==> config.mk <==
export PLATFORM = sky130hd
export DESIGN_NAME = pds_cell
export DESIGN_NICKNAME = d
export VERILOG_FILES = /design/src/design/pds_pkg.sv /design/src/design/pds_cell.sv
export SDC_FILE = /design/constraint.sdc
export NUM_CORES = 1
export LEC_CHECK = 0
export BUFFER_PORTS_ARGS = -buffer_cell sky130_fd_sc_hd__buf_2
export CORE_ASPECT_RATIO = 0.8
export CORE_MARGIN = 5
export CORE_UTILIZATION = 44
export DETAILED_ROUTE_END_ITERATION = 6
export PLACE_DENSITY = 0.87
export SLEW_MARGIN = 20
export SYNTH_ARGS = -nofsm -noshare
export SYNTH_HDL_FRONTEND = slang
export SYNTH_SLANG_ARGS = --single-unit
==> constraint.sdc <==
create_clock -name clk -period 4.23 [get_ports clk]
set_input_delay 1.0575 -clock clk [delete_from_list [all_inputs] [get_ports clk]]
set_output_delay 1.0575 -clock clk [all_outputs]
set_load 0.01 [all_outputs]
==> src/design/pds_pkg.sv <==
// Shared types and codes for the process dispatch scheduler.
package pds_pkg;

	localparam int ID_W   = 16;
	localparam int TIME_W = 16;

	// input opcodes
	localparam logic OP_ADD      = 1'b0;
	localparam logic OP_DISPATCH = 1'b1;

	// scheduling policies; the unused code acts as FIFO
	localparam logic [1:0] MODE_FIFO = 2'd0;
	localparam logic [1:0] MODE_RR   = 2'd1;
	localparam logic [1:0] MODE_SJF  = 2'd2;

	// register indexes on the config port
	localparam logic REG_MODE  = 1'b0;
	localparam logic REG_SLICE = 1'b1;

	typedef enum logic [1:0] {
		ST_ADDED = 2'd0,
		ST_DISP  = 2'd1,
		ST_EMPTY = 2'd2,
		ST_FULL  = 2'd3
	} status_t;

	typedef enum logic [1:0] {
		CELL_HOLD   = 2'd0,
		CELL_APPEND = 2'd1,
		CELL_SORTED = 2'd2,
		CELL_POP    = 2'd3
	} cell_op_t;

	typedef struct packed {
		logic [ID_W-1:0]   id;
		logic [TIME_W-1:0] tm;
	} entry_t;

	// broadcast to every cell of the row
	typedef struct packed {
		cell_op_t op;
		entry_t   new_e;    // entry of an add beat
		logic     requeue;  // round robin head goes back to the tail
		entry_t   rq_e;     // head with its remaining time
	} cell_ctl_t;

endpackage

==> src/design/pds_cell.sv <==
// One queue cell: holds one entry and shifts, inserts or holds each cycle.
module pds_cell
	import pds_pkg::*;
#(
	parameter int IDX   = 0,
	parameter int CNT_W = 9
) (
	input  logic             clk,
	input  cell_ctl_t        ctl,
	input  logic [CNT_W-1:0] count,
	input  entry_t           left_e,
	input  entry_t           right_e,
	input  logic             suf_left,
	input  logic             suf_right,
	output logic             suf,
	output entry_t           entry
);

	localparam logic [CNT_W-1:0] MY_POS    = CNT_W'(IDX);
	localparam logic [CNT_W-1:0] MY_POS_P1 = CNT_W'(IDX + 1);

	entry_t entry_q;
	logic   occupied;
	logic   le;

	// suf: some held entry at this place or further right has time <= new burst
	assign occupied = count > MY_POS;
	assign le       = occupied && (entry_q.tm <= ctl.new_e.tm);
	assign suf      = le | suf_right;
	assign entry    = entry_q;

	always_ff @(posedge clk) begin
		case (ctl.op)
			CELL_APPEND: begin
				if (count == MY_POS) begin
					entry_q <= ctl.new_e;
				end
			end
			CELL_SORTED: begin
				if (!suf_left) begin
					entry_q <= left_e;
				end else if (!suf) begin
					entry_q <= ctl.new_e;
				end
			end
			CELL_POP: begin
				if (ctl.requeue && count == MY_POS_P1) begin
					entry_q <= ctl.rq_e;
				end else begin
					entry_q <= right_e;
				end
			end
			default: begin
			end
		endcase
	end

endmodule

==> impl_metrics.xml <==
<?xml version="1.0" encoding="UTF-8"?>
<metrics>
  <group name="synthesis">
    <metric name="synth-warning-count" unit="">0</metric>
    <metric name="synth_sequential_area_ratio" unit="%">41.6</metric>
    <metric name="mapped_avg_cell_area" unit="sq um">10.7</metric>
    <metric name="synth_flop_cell" unit="">sky130_fd_sc_hd__edfxtp_1</metric>
    <metric name="synth_top_area_share" unit="%">41.6</metric>
    <metric name="yosys.area.top_type" unit="">sky130_fd_sc_hd__edfxtp_1</metric>
    <metric name="ys_top_cells_by_area" unit="">sky130_fd_sc_hd__edfxtp_1, sky130_fd_sc_hd__mux2i_1, sky130_fd_sc_hd__a32oi_1, sky130_fd_sc_hd__ha_1, sky130_fd_sc_hd__o21ai_1</metric>
    <metric name="post_synthesis_async_set_or_reset_flop_share" unit="%">0</metric>
    <metric name="synth_cells" unit="">216</metric>
    <metric name="yosys_register_bits" unit="">32</metric>
    <metric name="netlist-cell-type-count" unit="">27</metric>
    <metric name="synth_enable_flop_cells" unit="">32</metric>
    <metric name="syn-num-nets" unit="">375</metric>
    <metric name="synth.cell_area" unit="sq um">2310</metric>
  </group>
  <group name="hold_path">
    <metric name="hold_path.class" unit="">in -&gt; reg</metric>
  </group>
  <group name="grt">
    <metric name="vias_in_the_first_global_route" unit="">2520</metric>
    <metric name="grt_start_max_net_pins" unit="">33</metric>
    <metric name="wire_length_of_the_first_global_routing_pass" unit="mm">11.9</metric>
    <metric name="grt_antenna_before_repair" unit="">0</metric>
    <metric name="global_route.overflow_total" unit="">0</metric>
    <metric name="global_route.usage.total" unit="%">22.0</metric>
  </group>
  <group name="detailed_routing">
    <metric name="detail-route-antenna-nets" unit="">0</metric>
    <metric name="detail_route.first_pass.iterations" unit="">4</metric>
    <metric name="detail_route.vias_per_cell" unit="">5.52</metric>
    <metric name="wl_per_cell" unit="um">17.7</metric>
    <metric name="vias" unit="">2479</metric>
    <metric name="totalWireLength" unit="mm">7.94</metric>
    <metric name="initialDrtViolationCount" unit="">126</metric>
    <metric name="remaining_drc_errors" unit="">0</metric>
  </group>
  <group name="sta">
    <metric name="hold_violations" unit="">0</metric>
    <metric name="post-route-min-period" unit="ns">3.66</metric>
    <metric name="drv_slew" unit="">0</metric>
    <metric name="fin_ws" unit="ns">0.574</metric>
    <metric name="grt_setup_unrepaired" unit="">false</metric>
    <metric name="setup-tns-final" unit="ns">0</metric>
    <metric name="max_clock_freq" unit="MHz">274</metric>
    <metric name="finClkSkew" unit="ns">0.00161</metric>
    <metric name="worst_slew_margin_rel" unit="%">26.2</metric>
    <metric name="setup_viol" unit="">0</metric>
    <metric name="finalCritPeriodShare" unit="%">86.4</metric>
    <metric name="tightestPinTransition" unit="ns">1.11</metric>
  </group>
  <group name="placed_design">
    <metric name="number_of_buffers_added_on_ports" unit="">175</metric>
    <metric name="place.detailed.hpwl" unit="mm">6.20</metric>
    <metric name="routabilityCongestion" unit="">0.796</metric>
    <metric name="dpl-instance-area" unit="sq um">3220</metric>
    <metric name="placement.setup.worst_slack" unit="ns">0.572</metric>
  </group>
  <group name="floorplan">
    <metric name="initial_cell_density_of_the_core" unit="%">45.6</metric>
    <metric name="design.die.area" unit="sq um">6810</metric>
    <metric name="die_width" unit="um">91.0</metric>
    <metric name="number_of_i_o_pins" unit="">176</metric>
    <metric name="fp-row-count" unit="">23</metric>
    <metric name="floorplan.core_area" unit="sq um">5060</metric>
    <metric name="die-height" unit="um">74.8</metric>
  </group>
  <group name="cts">
    <metric name="clock_tree_from_tritoncts" unit="">done</metric>
    <metric name="postCtsResizedCells" unit="">0</metric>
    <metric name="h_tree_level_count" unit="">2</metric>
    <metric name="cts.path.max_buffers" unit="">2</metric>
    <metric name="clk_pin_slew" unit="ns">0.06</metric>
    <metric name="clock_buffer_count_from_cts" unit="">5</metric>
    <metric name="cts.hold.buffers_added" unit="">0</metric>
    <metric name="worst_skew_pair.late_latency" unit="ns">0.27</metric>
    <metric name="postCtsSetupRepairBufs" unit="">0</metric>
    <metric name="clock-root-buffer" unit="">sky130_fd_sc_hd__clkbuf_8</metric>
    <metric name="numClockSinks" unit="">32</metric>
  </group>
  <group name="pwr">
    <metric name="ir_worst_vdd" unit="uV">175</metric>
    <metric name="design_power_total" unit="W">0.000864</metric>
    <metric name="p_leak" unit="nW">1.77</metric>
    <metric name="areal_power_density_over_the_cells" unit="nW/um^2">262</metric>
  </group>
  <group name="worst_setup_path">
    <metric name="timing.critical_path.from_type" unit="">primary input</metric>
    <metric name="crit_required" unit="ns">3.17</metric>
    <metric name="worstPathArrival" unit="ns">2.60</metric>
    <metric name="crit_slowest_cell" unit="">sky130_fd_sc_hd__a221o_1</metric>
    <metric name="critical-path-max-stage-delay" unit="ns">0.34</metric>
    <metric name="setup.worst_path.class" unit="">in -&gt; out</metric>
    <metric name="endpoint_kind" unit="">output port</metric>
    <metric name="critical_path.max_fanout" unit="">3</metric>
    <metric name="crit_path_cell_trace" unit="">buf_2, inv_1, ha_1, a21oi_1, nand2_1, a221o_1, a211o_1, a21oi_1, buf_2</metric>
  </group>
  <group name="status">
    <metric name="status" unit="">finished clean</metric>
  </group>
  <group name="cells_and_area">
    <metric name="largest_register_ff_count" unit="">32</metric>
    <metric name="final_net_count" unit="">546</metric>
    <metric name="share_of_layout_cells_above_drive_strength_1" unit="%">49.6</metric>
    <metric name="final_cell_area_excluding_filler_cells" unit="sq um">3300</metric>
    <metric name="num_antenna_cells" unit="">0</metric>
    <metric name="mostFrequentLayoutCell" unit="">sky130_fd_sc_hd__buf_2</metric>
    <metric name="mostFrequentLayoutCells" unit="">sky130_fd_sc_hd__buf_2, sky130_fd_sc_hd__mux2i_1, sky130_fd_sc_hd__a32oi_1, sky130_fd_sc_hd__edfxtp_1, sky130_fd_sc_hd__o21ai_1</metric>
    <metric name="layout.core_utilization" unit="%">65.1</metric>
    <metric name="area.growth.synth_to_final" unit="%">42.8</metric>
  </group>
  <group name="flow_run">
    <metric name="cap_violations" unit="">0</metric>
  </group>
</metrics>
## stage by stage
step,hold slack (ns),std cells
after floorplan,1.26,216
after global placement,1.32,442
after detailed placement,1.36,442
after CTS,1.07,449
after global routing,1.07,449
final,1.08,449
## cell usage after synthesis, types with 2 or more instances
master                     number
sky130_fd_sc_hd__ha_1          16
sky130_fd_sc_hd__nor4_1         2
sky130_fd_sc_hd__a21o_1         2
sky130_fd_sc_hd__or4_4          2
sky130_fd_sc_hd__mux2i_1       32
sky130_fd_sc_hd__nand4_1        2
sky130_fd_sc_hd__edfxtp_1      32
sky130_fd_sc_hd__clkbuf_1      11
sky130_fd_sc_hd__o21ai_1       30
sky130_fd_sc_hd__inv_1         18
sky130_fd_sc_hd__nand3_1        2
sky130_fd_sc_hd__a32oi_1       32
sky130_fd_sc_hd__buf_6          3
sky130_fd_sc_hd__nand2_1        7
sky130_fd_sc_hd__nor2_1         2
sky130_fd_sc_hd__o21ai_0        4
sky130_fd_sc_hd__a21oi_1        9
## path summary, 6_finish.rpt
path	endpoint	cells after the start	slack (ns)	from
setup / recovery	suf	9	0.57	ctl[47]
hold / removal	entry[22]	3	1.08	ctl[55]
setup reg to reg	entry[29]	6	1.59	entry[15]
hold reg to reg	entry[4]	5	1.37	entry[1]
## per-layer routing
layer,share of wire (%),GRT usage [%]
met5,0,0
met4,0.50,4.40
met3,10,5.89
met2,52,41.1
met1,37,25.9
## critical path: cells and delay by family
family	cells	cell delay, ns
compound gates	4	0.88
fa+ha+maj	1	0.31
buf+inv	3	0.28
simple gates	1	0.07
## cells by family (layout without fill, tap and decap cells)
| family | after synthesis | after routing | synth area share, % |
|---|---|---|---|
| AOI/OAI and AO/OA | 81 | 81 | 23.6 |
| muxes | 32 | 32 | 13.9 |
| buffers and inverters | 33 | 204 | 6.33 |
| adders and majority gates | 16 | 16 | 8.66 |
| and+or+nand+nor | 22 | 22 | 5.96 |
| DFF | 32 | 32 | 41.6 |
## power by group
group          internal, W  total (W)  switching (W)
registers         0.000390   0.000402      0.0000119
logic             0.000116   0.000247       0.000131
clock network     0.000108   0.000215       0.000106
## layout make-up
cell class	instances	area, sq um
Clock buffer	5	68.8
Clock inverter	2	7.51
Fill cell	440	1770
Inverter	18	67.6
Multi-Input combinational cell	151	1210
Sequential cell	32	961
Tap cell	62	77.6
Timing Repair Buffer	179	906
No activity file was read; power rests on OpenSTA's default activity.
